===== config.mk =====
export PLATFORM = sky130hd
export DESIGN_NAME = gyro_yaw_integrator_unit
export DESIGN_NICKNAME = d
export VERILOG_FILES = /design/src/sv/gyi_pkg.sv /design/src/sv/gyi_front.sv /design/src/sv/gyi_divider.sv /design/src/sv/gyi_back.sv /design/src/sv/gyro_yaw_integrator_unit.sv
export SDC_FILE = /design/constraint.sdc
export NUM_CORES = 2
export LEC_CHECK = 0
export ABC_AREA = 1
export BUFFER_PORTS_ARGS = -buffer_cell sky130_fd_sc_hd__buf_2
export CORE_ASPECT_RATIO = 0.7
export CORE_MARGIN = 2
export CORE_UTILIZATION = 25
export CTS_BUF_LIST = sky130_fd_sc_hd__clkbuf_16
export DETAILED_ROUTE_END_ITERATION = 10
export SLEW_MARGIN = 5
export SYNTH_ARGS = -nofsm -noshare
export SYNTH_HDL_FRONTEND = slang
export SYNTH_SLANG_ARGS = --single-unit

===== constraint.sdc =====
create_clock -name clk_i -period 11.5 [get_ports clk_i]
set_input_delay 2.3 -clock clk_i [delete_from_list [all_inputs] [get_ports clk_i]]
set_output_delay 2.3 -clock clk_i [all_outputs]
set_load 0.1 [all_outputs]

===== src/sv/gyi_pkg.sv =====
// Shared types, codes and constants for the gyro yaw integrator.
package gyi_pkg;

  // Item operation codes
  typedef enum logic [1:0] {
    OP_CAL_SAMPLE  = 2'd0,
    OP_END_CAL     = 2'd1,
    OP_INTEGRATE   = 2'd2,
    OP_ANGLE_RESET = 2'd3
  } gyi_op_e;

  // Back-end sequencer states
  typedef enum logic [2:0] {
    ST_IDLE,
    ST_MUL,
    ST_LOAD,
    ST_DIVIDE,
    ST_WRITE
  } gyi_state_e;

  // Divisor selection for the shared divider
  typedef enum logic [0:0] {
    DIV_CAL  = 1'b0,
    DIV_TICK = 1'b1
  } gyi_div_sel_e;

  // Field widths
  localparam int unsigned SAMPLE_W  = 16;
  localparam int unsigned TICKS_W   = 16;
  localparam int unsigned HEADING_W = 48;
  localparam int unsigned SUM_W     = 32;
  localparam int unsigned BIAS_W    = 24;

  // Divider geometry: numerator below 2^49
  localparam int unsigned DIV_NUM_W = 49;

  // Command queue between front and back
  localparam int unsigned CMDQ_DEPTH = 2;

  // Scaling constants and parameter defaults
  localparam int unsigned COUNTS_PER_DPS  = 131;
  localparam int unsigned CAL_SAMPLES_DEF = 100;
  localparam int unsigned TICK_RATE_DEF   = 1000;

  localparam logic [BIAS_W-1:0] BIAS_MAX = 24'h7F_FFFF;
  localparam logic [BIAS_W-1:0] BIAS_MIN = 24'h80_0000;

  // Classified command word
  typedef struct packed {
    gyi_op_e               op;
    logic [SAMPLE_W-1:0]   sample;
    logic [TICKS_W-1:0]    ticks;
  } gyi_cmd_t;

  // Divider start request
  typedef struct packed {
    logic                  start;
    gyi_div_sel_e          sel;
    logic [DIV_NUM_W-1:0]  num;
  } gyi_div_req_t;

endpackage


===== src/sv/gyi_front.sv =====
// Front end: accepts input words, classifies them and queues commands.
module gyi_front (
  input  logic                                  clk_i,
  input  logic                                  rst_ni,
  input  logic                                  push,
  output logic                                  full,
  input  logic [1:0]                            opcode_i,
  input  logic signed [gyi_pkg::SAMPLE_W-1:0]   rate_sample_i,
  input  logic [gyi_pkg::TICKS_W-1:0]           elapsed_ticks_i,
  output logic                                  cmd_valid_o,
  output gyi_pkg::gyi_cmd_t                     cmd_o,
  input  logic                                  cmd_pop_i
);

  localparam int unsigned DEPTH = gyi_pkg::CMDQ_DEPTH;
  localparam int unsigned PTR_W = (DEPTH > 1) ? $clog2(DEPTH) : 1;
  localparam int unsigned CNT_W = $clog2(DEPTH + 1);

  gyi_pkg::gyi_cmd_t entry_q [DEPTH];
  gyi_pkg::gyi_cmd_t cmd_in;
  logic [PTR_W-1:0]  wr_ptr_q, wr_ptr_d;
  logic [PTR_W-1:0]  rd_ptr_q, rd_ptr_d;
  logic [CNT_W-1:0]  count_q, count_d;
  logic              do_push, do_pop;

  // Classify the incoming word
  always_comb begin
    cmd_in.op     = gyi_pkg::gyi_op_e'(opcode_i);
    cmd_in.sample = rate_sample_i;
    cmd_in.ticks  = elapsed_ticks_i;
  end

  assign full        = (count_q == CNT_W'(DEPTH));
  assign cmd_valid_o = (count_q != '0);
  assign cmd_o       = entry_q[rd_ptr_q];
  assign do_push     = push && !full;
  assign do_pop      = cmd_pop_i && cmd_valid_o;

  // Advance pointers and fill level
  always_comb begin
    wr_ptr_d = wr_ptr_q;
    rd_ptr_d = rd_ptr_q;
    count_d  = count_q;
    if (do_push) begin
      wr_ptr_d = (wr_ptr_q == PTR_W'(DEPTH - 1)) ? '0 : wr_ptr_q + 1'b1;
    end
    if (do_pop) begin
      rd_ptr_d = (rd_ptr_q == PTR_W'(DEPTH - 1)) ? '0 : rd_ptr_q + 1'b1;
    end
    if (do_push && !do_pop) begin
      count_d = count_q + 1'b1;
    end else if (do_pop && !do_push) begin
      count_d = count_q - 1'b1;
    end
  end

  always_ff @(posedge clk_i or negedge rst_ni) begin
    if (!rst_ni) begin
      wr_ptr_q <= '0;
      rd_ptr_q <= '0;
      count_q  <= '0;
    end else begin
      wr_ptr_q <= wr_ptr_d;
      rd_ptr_q <= rd_ptr_d;
      count_q  <= count_d;
    end
  end

  // Write the queued command word
  always_ff @(posedge clk_i) begin
    if (do_push) begin
      entry_q[wr_ptr_q] <= cmd_in;
    end
  end

endmodule


===== src/sv/gyi_divider.sv =====
// Division by the two fixed divisors through a reciprocal multiplication.
module gyi_divider #(
  parameter int unsigned CAL_SAMPLES = gyi_pkg::CAL_SAMPLES_DEF,
  parameter int unsigned TICK_RATE   = gyi_pkg::TICK_RATE_DEF
) (
  input  logic                              clk_i,
  input  logic                              rst_ni,
  input  gyi_pkg::gyi_div_req_t             req_i,
  output logic                              done_o,
  output logic [gyi_pkg::DIV_NUM_W-1:0]     quot_o
);

  // Quotient is (num * M) >> S with M = ceil(2^S / den) and S = NUM_W + clog2(den),
  // which is exact for every numerator below 2^NUM_W.
  localparam int unsigned NUM_W    = gyi_pkg::DIV_NUM_W;
  localparam int unsigned M_W      = NUM_W + 1;
  localparam int unsigned LO_W     = (M_W + 1) / 2;
  localparam int unsigned ACC_W    = NUM_W + M_W;
  localparam int unsigned TICK_DEN = gyi_pkg::COUNTS_PER_DPS * TICK_RATE;
  localparam int unsigned S_CAL    = NUM_W + $clog2(CAL_SAMPLES);
  localparam int unsigned S_TICK   = NUM_W + $clog2(TICK_DEN);

  localparam logic [127:0] M_CAL_W  =
    ((128'd1 << S_CAL) + 128'(CAL_SAMPLES - 1)) / 128'(CAL_SAMPLES);
  localparam logic [127:0] M_TICK_W =
    ((128'd1 << S_TICK) + 128'(TICK_DEN - 1)) / 128'(TICK_DEN);
  localparam logic [M_W-1:0] M_CAL  = M_CAL_W[M_W-1:0];
  localparam logic [M_W-1:0] M_TICK = M_TICK_W[M_W-1:0];

  logic                       busy_q, busy_d;
  logic                       done_q, done_d;
  logic [1:0]                 step_q, step_d;
  gyi_pkg::gyi_div_sel_e      sel_q, sel_d;
  logic [NUM_W-1:0]           num_q, num_d;
  logic [ACC_W-1:0]           acc_q, acc_d;
  logic [M_W-1:0]             recip;
  logic [LO_W-1:0]            mul_a, mul_b;
  logic [2*LO_W-1:0]          part;
  logic [ACC_W-1:0]           part_sh;

  // Pick the reciprocal and the operand halves for this step
  assign recip = (sel_q == gyi_pkg::DIV_TICK) ? M_TICK : M_CAL;
  assign mul_a = step_q[1] ? LO_W'(num_q[NUM_W-1:LO_W]) : num_q[LO_W-1:0];
  assign mul_b = step_q[0] ? LO_W'(recip[M_W-1:LO_W]) : recip[LO_W-1:0];
  assign part  = mul_a * mul_b;

  // Weight the partial product by its halves
  always_comb begin
    part_sh = ACC_W'(part);
    if (step_q[0]) begin
      part_sh = part_sh << LO_W;
    end
    if (step_q[1]) begin
      part_sh = part_sh << LO_W;
    end
  end

  // Accumulate four partial products, then flag the quotient
  always_comb begin
    busy_d = busy_q;
    done_d = 1'b0;
    step_d = step_q;
    sel_d  = sel_q;
    num_d  = num_q;
    acc_d  = acc_q;
    if (req_i.start) begin
      busy_d = 1'b1;
      step_d = '0;
      sel_d  = req_i.sel;
      num_d  = req_i.num;
      acc_d  = '0;
    end else if (busy_q) begin
      acc_d  = acc_q + part_sh;
      step_d = step_q + 1'b1;
      if (step_q == 2'b11) begin
        busy_d = 1'b0;
        done_d = 1'b1;
      end
    end
  end

  always_ff @(posedge clk_i or negedge rst_ni) begin
    if (!rst_ni) begin
      busy_q <= 1'b0;
      done_q <= 1'b0;
      step_q <= '0;
    end else begin
      busy_q <= busy_d;
      done_q <= done_d;
      step_q <= step_d;
    end
  end

  always_ff @(posedge clk_i) begin
    sel_q <= sel_d;
    num_q <= num_d;
    acc_q <= acc_d;
  end

  assign done_o = done_q;
  assign quot_o = (sel_q == gyi_pkg::DIV_TICK) ? NUM_W'(acc_q >> S_TICK)
                                                : NUM_W'(acc_q >> S_CAL);

endmodule


===== src/sv/gyi_back.sv =====
// Back end: executes commands, holds calibration and yaw state, buffers the result.
module gyi_back #(
  parameter int unsigned CAL_SAMPLES = gyi_pkg::CAL_SAMPLES_DEF,
  parameter int unsigned TICK_RATE   = gyi_pkg::TICK_RATE_DEF
) (
  input  logic                                  clk_i,
  input  logic                                  rst_ni,
  input  logic                                  cmd_valid_i,
  input  gyi_pkg::gyi_cmd_t                     cmd_i,
  output logic                                  cmd_pop_o,
  output gyi_pkg::gyi_div_req_t                 div_req_o,
  input  logic                                  div_done_i,
  input  logic [gyi_pkg::DIV_NUM_W-1:0]         div_quot_i,
  input  logic                                  pop,
  output logic                                  empty,
  output logic signed [gyi_pkg::HEADING_W-1:0]  heading_o
);

  localparam int unsigned NUM_W = gyi_pkg::DIV_NUM_W;
  localparam int unsigned YAW_W = gyi_pkg::HEADING_W;
  localparam int unsigned SUM_W = gyi_pkg::SUM_W;
  localparam int unsigned BW    = gyi_pkg::BIAS_W;
  localparam int unsigned SW    = gyi_pkg::SAMPLE_W;
  localparam int unsigned TW    = gyi_pkg::TICKS_W;
  localparam int unsigned DIFF_W = SW + 9;
  localparam int unsigned PROD_W = DIFF_W + TW + 1;

  localparam int unsigned TICK_DEN = gyi_pkg::COUNTS_PER_DPS * TICK_RATE;
  localparam logic [NUM_W-1:0] ROUND_TICK = NUM_W'(TICK_DEN / 2);
  localparam logic [NUM_W-1:0] ROUND_CAL  = NUM_W'(CAL_SAMPLES / 2);

  gyi_pkg::gyi_state_e       state_q, state_d;
  gyi_pkg::gyi_op_e          op_q, op_d;
  logic [SUM_W-1:0]          cal_sum_q, cal_sum_d;
  logic [BW-1:0]             bias_q, bias_d;
  logic [YAW_W-1:0]          yaw_q, yaw_d;
  logic [YAW_W-1:0]          ref_q, ref_d;
  logic                      neg_q, neg_d;
  logic signed [DIFF_W-1:0]  diff_q, diff_d;
  logic [TW-1:0]             ticks_q, ticks_d;
  logic signed [PROD_W-1:0]  prod_q, prod_d;
  logic                      out_valid_q, out_valid_d;
  logic [YAW_W-1:0]          heading_q, heading_d;
  logic [SUM_W:0]            sum_ext;
  logic [SUM_W:0]            sum_mag;
  logic [PROD_W-1:0]         prod_mag;
  logic [YAW_W-1:0]          inc_mag;

  // Magnitudes for the divider operands
  assign sum_ext  = {cal_sum_q[SUM_W-1], cal_sum_q};
  assign sum_mag  = cal_sum_q[SUM_W-1] ? (~sum_ext + 1'b1) : sum_ext;
  assign prod_mag = prod_q[PROD_W-1] ? (~prod_q + 1'b1) : prod_q;
  assign inc_mag  = div_quot_i[YAW_W-1:0];

  // Sequence one command at a time
  always_comb begin
    state_d     = state_q;
    op_d        = op_q;
    cal_sum_d   = cal_sum_q;
    bias_d      = bias_q;
    yaw_d       = yaw_q;
    ref_d       = ref_q;
    neg_d       = neg_q;
    diff_d      = diff_q;
    ticks_d     = ticks_q;
    prod_d      = prod_q;
    heading_d   = heading_q;
    out_valid_d = out_valid_q;
    cmd_pop_o   = 1'b0;
    div_req_o   = '0;

    // Drop the result once it has been taken
    if (pop && out_valid_q) begin
      out_valid_d = 1'b0;
    end

    unique case (state_q)
      gyi_pkg::ST_IDLE: begin
        if (cmd_valid_i) begin
          cmd_pop_o = 1'b1;
          op_d      = cmd_i.op;
          unique case (cmd_i.op)
            gyi_pkg::OP_CAL_SAMPLE: begin
              cal_sum_d = cal_sum_q + {{(SUM_W-SW){cmd_i.sample[SW-1]}}, cmd_i.sample};
              state_d   = gyi_pkg::ST_WRITE;
            end
            gyi_pkg::OP_ANGLE_RESET: begin
              ref_d   = yaw_q;
              state_d = gyi_pkg::ST_WRITE;
            end
            gyi_pkg::OP_END_CAL: begin
              neg_d           = cal_sum_q[SUM_W-1];
              div_req_o.start = 1'b1;
              div_req_o.sel   = gyi_pkg::DIV_CAL;
              div_req_o.num   = {{(NUM_W-SUM_W-8){1'b0}}, sum_mag[SUM_W-1:0], 8'h00}
                                + ROUND_CAL;
              state_d         = gyi_pkg::ST_DIVIDE;
            end
            gyi_pkg::OP_INTEGRATE: begin
              diff_d  = $signed({cmd_i.sample[SW-1], cmd_i.sample, 8'h00})
                        - $signed({bias_q[BW-1], bias_q});
              ticks_d = cmd_i.ticks;
              state_d = gyi_pkg::ST_MUL;
            end
            default: begin
              state_d = gyi_pkg::ST_IDLE;
            end
          endcase
        end
      end

      gyi_pkg::ST_MUL: begin
        prod_d  = diff_q * $signed({1'b0, ticks_q});
        state_d = gyi_pkg::ST_LOAD;
      end

      gyi_pkg::ST_LOAD: begin
        neg_d           = prod_q[PROD_W-1];
        div_req_o.start = 1'b1;
        div_req_o.sel   = gyi_pkg::DIV_TICK;
        div_req_o.num   = {prod_mag[NUM_W-9:0], 8'h00} + ROUND_TICK;
        state_d         = gyi_pkg::ST_DIVIDE;
      end

      gyi_pkg::ST_DIVIDE: begin
        if (div_done_i) begin
          if (op_q == gyi_pkg::OP_END_CAL) begin
            // Saturate the bias to its signed range
            if (!neg_q) begin
              bias_d = (div_quot_i > NUM_W'(gyi_pkg::BIAS_MAX)) ? gyi_pkg::BIAS_MAX
                                                                : div_quot_i[BW-1:0];
            end else begin
              bias_d = (div_quot_i > NUM_W'(gyi_pkg::BIAS_MIN)) ? gyi_pkg::BIAS_MIN
                                                                : (~div_quot_i[BW-1:0] + 1'b1);
            end
            cal_sum_d = '0;
            yaw_d     = '0;
            ref_d     = '0;
          end else begin
            yaw_d = neg_q ? (yaw_q - inc_mag) : (yaw_q + inc_mag);
          end
          state_d = gyi_pkg::ST_WRITE;
        end
      end

      gyi_pkg::ST_WRITE: begin
        if (!out_valid_q || pop) begin
          heading_d   = yaw_q - ref_q;
          out_valid_d = 1'b1;
          state_d     = gyi_pkg::ST_IDLE;
        end
      end

      default: begin
        state_d = gyi_pkg::ST_IDLE;
      end
    endcase
  end

  always_ff @(posedge clk_i or negedge rst_ni) begin
    if (!rst_ni) begin
      state_q     <= gyi_pkg::ST_IDLE;
      op_q        <= gyi_pkg::OP_CAL_SAMPLE;
      cal_sum_q   <= '0;
      bias_q      <= '0;
      yaw_q       <= '0;
      ref_q       <= '0;
      out_valid_q <= 1'b0;
    end else begin
      state_q     <= state_d;
      op_q        <= op_d;
      cal_sum_q   <= cal_sum_d;
      bias_q      <= bias_d;
      yaw_q       <= yaw_d;
      ref_q       <= ref_d;
      out_valid_q <= out_valid_d;
    end
  end

  // Hold working operands and the result word
  always_ff @(posedge clk_i) begin
    neg_q     <= neg_d;
    diff_q    <= diff_d;
    ticks_q   <= ticks_d;
    prod_q    <= prod_d;
    heading_q <= heading_d;
  end

  assign empty     = !out_valid_q;
  assign heading_o = heading_q;

endmodule


===== src/sv/gyro_yaw_integrator_unit.sv =====
// Gyro yaw integrator top level: front queue, back sequencer and shared divider.
// Takes one z-axis gyro word at a time through a queue-style push/full port and
// returns one heading word per input (yaw minus the angle-reset offset, degrees
// with 16 fraction bits, wrapping at 48 bits) through an empty/pop port. A
// two-word command queue sits between input and execution, and a one-word
// result register lets a new input be taken while a heading waits to be read.
// The back end serves one word at a time: calibration samples and angle resets
// go straight to the write state, end of calibration passes the divide state
// first, and integrate samples pass the multiply, load and divide states. Both
// divisions are by fixed divisors and run as a reciprocal multiplication split
// into four 25x25-bit partial products, one per cycle, and a registered done
// flag hands the quotient over; the multiply state forms the 25x17-bit
// rate-times-ticks product. Words wait in the queue while an earlier word is in
// service or a heading is left unread.
// CAL_SAMPLES (1..1024) is the fixed bias divisor; TICK_RATE (1..100000) is
// the number of ticks per second.
module gyro_yaw_integrator_unit #(
  parameter int unsigned CAL_SAMPLES = gyi_pkg::CAL_SAMPLES_DEF,
  parameter int unsigned TICK_RATE   = gyi_pkg::TICK_RATE_DEF
) (
  input  logic                                  clk_i,
  input  logic                                  rst_ni,
  input  logic                                  push,
  output logic                                  full,
  input  logic [1:0]                            opcode_i,
  input  logic signed [gyi_pkg::SAMPLE_W-1:0]   rate_sample_i,
  input  logic [gyi_pkg::TICKS_W-1:0]           elapsed_ticks_i,
  output logic                                  empty,
  input  logic                                  pop,
  output logic signed [gyi_pkg::HEADING_W-1:0]  heading_o
);

  logic                             cmd_valid;
  gyi_pkg::gyi_cmd_t                cmd;
  logic                             cmd_pop;
  gyi_pkg::gyi_div_req_t            div_req;
  logic                             div_done;
  logic [gyi_pkg::DIV_NUM_W-1:0]    div_quot;

  // Accept and classify input words
  gyi_front u_front (
    .clk_i           (clk_i),
    .rst_ni          (rst_ni),
    .push            (push),
    .full            (full),
    .opcode_i        (opcode_i),
    .rate_sample_i   (rate_sample_i),
    .elapsed_ticks_i (elapsed_ticks_i),
    .cmd_valid_o     (cmd_valid),
    .cmd_o           (cmd),
    .cmd_pop_i       (cmd_pop)
  );

  // Execute commands and buffer the heading
  gyi_back #(
    .CAL_SAMPLES (CAL_SAMPLES),
    .TICK_RATE   (TICK_RATE)
  ) u_back (
    .clk_i       (clk_i),
    .rst_ni      (rst_ni),
    .cmd_valid_i (cmd_valid),
    .cmd_i       (cmd),
    .cmd_pop_o   (cmd_pop),
    .div_req_o   (div_req),
    .div_done_i  (div_done),
    .div_quot_i  (div_quot),
    .pop         (pop),
    .empty       (empty),
    .heading_o   (heading_o)
  );

  // Shared constant divider
  gyi_divider #(
    .CAL_SAMPLES (CAL_SAMPLES),
    .TICK_RATE   (TICK_RATE)
  ) u_divider (
    .clk_i  (clk_i),
    .rst_ni (rst_ni),
    .req_i  (div_req),
    .done_o (div_done),
    .quot_o (div_quot)
  );

endmodule


==> metrics.md <==
| Metric | Value |
|---|---|
| Run status | `finished, final reports clean` |
| Num rows | `between 150 and 200` |
| Fraction of final layout cells sized beyond drive strength 1 | `0.0659` |
| Worst clock skew | `0.0856 ns` |
| Worst setup path category | `register to register` |
| Post-route clock period utilization | `0.973` |
| Number of standard cells after synthesis | `~10000` |
| Delay contributed by the slowest stage of the critical path | `0.62 ns` |
| Most common library cell in the layout ignoring fill and taps | `sky130_fd_sc_hd__inv_1` |
| Top Family by Delay on Critical Path | `adder cells` |
| Area share of xor/xnor cells in the synthesized design | `0.0321` |
| Slew headroom | `0.204` |
| Final setup margin | `around 0.31 ns` |
| Slew Viols, Final | `0` |
| Width of the die | `654 µm` |
| Synth Area per Inst | `approximately 7.2 µm²` |
| Post-placement cell area | `between 0.08 and 0.09 mm²` |
| Grt ovf | `0` |
| Leak | `a little over 40 nW` |
| Type of the most critical hold path | `register to register` |
| Compound-Gate Fraction of Synth Area | `0.118` |
| Weighted congestion at the end of routability-driven global placement | `roughly 1.0` |
| Post-route insts no fill | `14500` |
| Number of flops mapped to enable cells by yosys | `between 200 and 250` |
| Number of detailed-route iterations in the first pass | `7` |
| Crit path DAT | `~12 ns` |
| Detailed Route Iter0 Violations | `approximately 7400` |
| Fraction of registers with async set or reset after synthesis | `0.326` |
| Number of max-capacitance violations reported | `0` |
| Dpl hpwl | `about 250000 µm` |
| Net count after synthesis | `between 10000 and 15000` |
| Clock sink total | `~500` |
| CTS buffer count | `54` |
| Clock Tree Buf Depth | `3` |
| Dominant combinational cell family by area after synthesis | `adder cells` |
| Height of the chip | `459 µm` |
| Most instantiated flip-flop cell in the synthesis netlist | `sky130_fd_sc_hd__edfxtp_1` |
| Clock slew seen by the registers of the worst setup and hold paths | `approximately 0.070 ns` |
| Port Buf Inserts | `87` |
| Area of the mapped netlist | `~0.074 mm²` |
| Largest driver fanout on the critical path | `27` |
| CORE AREA | `slightly below 0.3 mm²` |
| DRT antenna net count | `0` |
| Synthesis-stage register bit count | `about 510` |
| Worst EP required | `12.10 ns` |
| Highest attainable clock frequency | `~89 MHz` |
| Vias in the first global route | `between 60000 and 70000` |
| Post-Synth Simple-Gate Area | `0.222` |
| Crit path max-delay cell type | `sky130_fd_sc_hd__dfrtp_4` |
| Number of hold-slack violations in the final timing report | `0` |
| Worst setup timing slack at the placement stage | `-0.0257 ns` |
| Number of warnings issued by yosys | `0` |
| Antenna violations before repair | `16` |
| Vias per cell | `4.76` |
| Hold slack final | `about 0.47 ns` |
| Routed wire length per instance | `about 20 µm` |
| Net count reported at finish | `approximately 12000` |
| Type of element capturing the critical path | `register` |
| Combined buffer and inverter count along the critical path | `13` |
| Final critical path time including I/O delays and setup | `11.19 ns` |
| Power density relative to cell area | `~50 mW/mm²` |
| Commonest cells after routing, fill and taps aside | `2174 x sky130_fd_sc_hd__inv_1, 1973 x sky130_fd_sc_hd__nand2_1, 1260 x sky130_fd_sc_hd__nor2_1` |
| Die Area | `between 0.3 and 0.4 mm²` |
| Sequential element share of the synthesized area | `0.182` |
| CTS root buffer | `sky130_fd_sc_hd__clkbuf_16` |
| Starting Density | `0.251` |
| Global-route total usage across every layer | `0.188` |
| Total number of vias | `around 69000` |
| Placed cell count | `between 10000 and 15000` |
| Hold Buf Count CTS | `0` |
| Setup Buffers After CTS | `0` |
| Max H-tree Level | `2` |
| Routed Wire Length | `289000 µm` |
| Worst vdd ir | `0.000116 V` |
| Unrepaired setup endpoints after global routing | `false` |
| Reg2Reg Setup Slack | `0.31 ns` |
| Clock latency on the worst-skew pair | `about 0.73 ns` |
| Total design power | `approximately 4.2 mW` |
| Wire length of the first global-routing pass | `427000 µm` |
| Clock tree from TritonCTS | `yes` |
| Area delta synth->final | `11.9%` |
| Worst-margin pin slew | `1.19 ns` |
| Post-Synth Adder-Cell Area | `0.318` |
| Layout Cell Area excl Fill | `0.0828 mm²` |
| TNS Setup | `0 ns` |
| Count of different cell masters after synthesis | `74` |
| Nature of the critical path startpoint | `register` |
| I/O pin count | `88` |
| DRC errors left | `0` |
| Final core area utilization | `0.281` |
| Maximum number of pins on one net before global-route repair | `95` |
| # setup viols final | `0` |
| Proportion of synthesized area in mux cells | `0.000406` |
area by class of cell:
type	instances	area, µm²
Antenna cell	8	20.0
Multi-Input combinational cell	7268	51200
Timing Repair Buffer	421	3000
Sequential cell	509	13500
Clock inverter	46	448
Inverter	2199	8260
Clock buffer	56	1400
Fill cell	32700	212000
Tap cell	3971	4970
path summary, 6_finish.rpt:
check / to / cells past startpoint / start
setup / recovery: u_divider.acc_q[75]$_SDFFE_PP0P_ / 45 / u_divider.step_q[1]$_DFFE_PN0P_
hold / removal: u_divider.acc_q[0]$_SDFFE_PP0P_ / 2 / u_divider.acc_q[0]$_SDFFE_PP0P_
setup reg to reg: u_divider.acc_q[75]$_SDFFE_PP0P_ / 45 / u_divider.step_q[1]$_DFFE_PN0P_
hold reg to reg: u_divider.acc_q[0]$_SDFFE_PP0P_ / 2 / u_divider.acc_q[0]$_SDFFE_PP0P_
max in group asynchronous: u_back.yaw_q[41]$_DFFE_PN0P_ / 2 / rst_ni
min in group asynchronous: u_back.bias_q[8]$_DFFE_PN0P_ / 1 / rst_ni
Yosys cell counts, types with 60 or more instances:
master / count / area [µm²]
sky130_fd_sc_hd__a21oi_1: 594 / 2970
sky130_fd_sc_hd__xnor2_1: 83 / 727
sky130_fd_sc_hd__edfxtp_1: 244 / 7330
sky130_fd_sc_hd__a31oi_1: 76 / 475
sky130_fd_sc_hd__nor3_1: 105 / 526
sky130_fd_sc_hd__nand4_1: 60 / 375
sky130_fd_sc_hd__fa_1: 770 / 15400
sky130_fd_sc_hd__nand2_1: 1974 / 7410
sky130_fd_sc_hd__nor2_1: 1270 / 4770
sky130_fd_sc_hd__ha_1: 649 / 8120
sky130_fd_sc_hd__nand3_1: 413 / 2070
sky130_fd_sc_hd__dfxtp_1: 99 / 1980
sky130_fd_sc_hd__dfrtp_1: 166 / 4150
sky130_fd_sc_hd__inv_1: 2167 / 8130
sky130_fd_sc_hd__xor2_1: 186 / 1630
sky130_fd_sc_hd__clkbuf_1: 208 / 781
sky130_fd_sc_hd__o21ai_0: 587 / 2940
worst min-delay path: stages (launching register included):
cell and delay, ns:
sky130_fd_sc_hd__dfxtp_1 0.31, sky130_fd_sc_hd__nand2_1 0.06, sky130_fd_sc_hd__a21oi_1 0.05
per-layer routing:
| metal | global-route usage | vias up | routed length [µm] |
|---|---|---|---|
| met3 | 0.0599 | 208 | 35500 |
| met4 | 0.0215 | 10 | 3600 |
| met5 | 0 | - | 245 |
| li1 | - | 32500 | - |
| met1 | 0.306 | 33200 | 145000 |
| met2 | 0.238 | 2948 | 104000 |
kinds of logic (layout without fill, tap and decap cells):
kind of cell,Yosys count,after routing
and+or+nand+nor,3996,3996
buffers and inverters,2470,2722
AOI/OAI and AO/OA,1579,1579
adders and majority gates,1419,1419
DFF,509,509
xor gates and xnor gates,270,270
muxes,3,3
other,1,9
what timing repair did:
item,4_1_cts,5_1_grt
setup endpoints to repair,3,52
cloned,0,0
resized for setup,1,19
sequential cells by signal (all words and copies together), names as in the netlist, 2 cells and up:
signal and flops:
u_back.bias_q 24, u_back.cal_sum_q 32, u_back.diff_q 25, u_back.heading_o 48, u_back.op_q 2, u_back.prod_q 42
u_back.ref_q 48, u_back.state_q 3, u_back.ticks_q 16, u_back.yaw_q 48, u_divider.acc_q 99, u_divider.num_q 44
u_divider.step_q 2, u_front.count_q 2, u_front.entry_q 68
where the power goes:
part	switching (mW)	total [mW]	internal, mW
logic	0.207	0.285	0.0774
registers	0.0157	1.99	1.97
clock network	0.911	1.93	1.01
(Power assumes the default switching activity.)
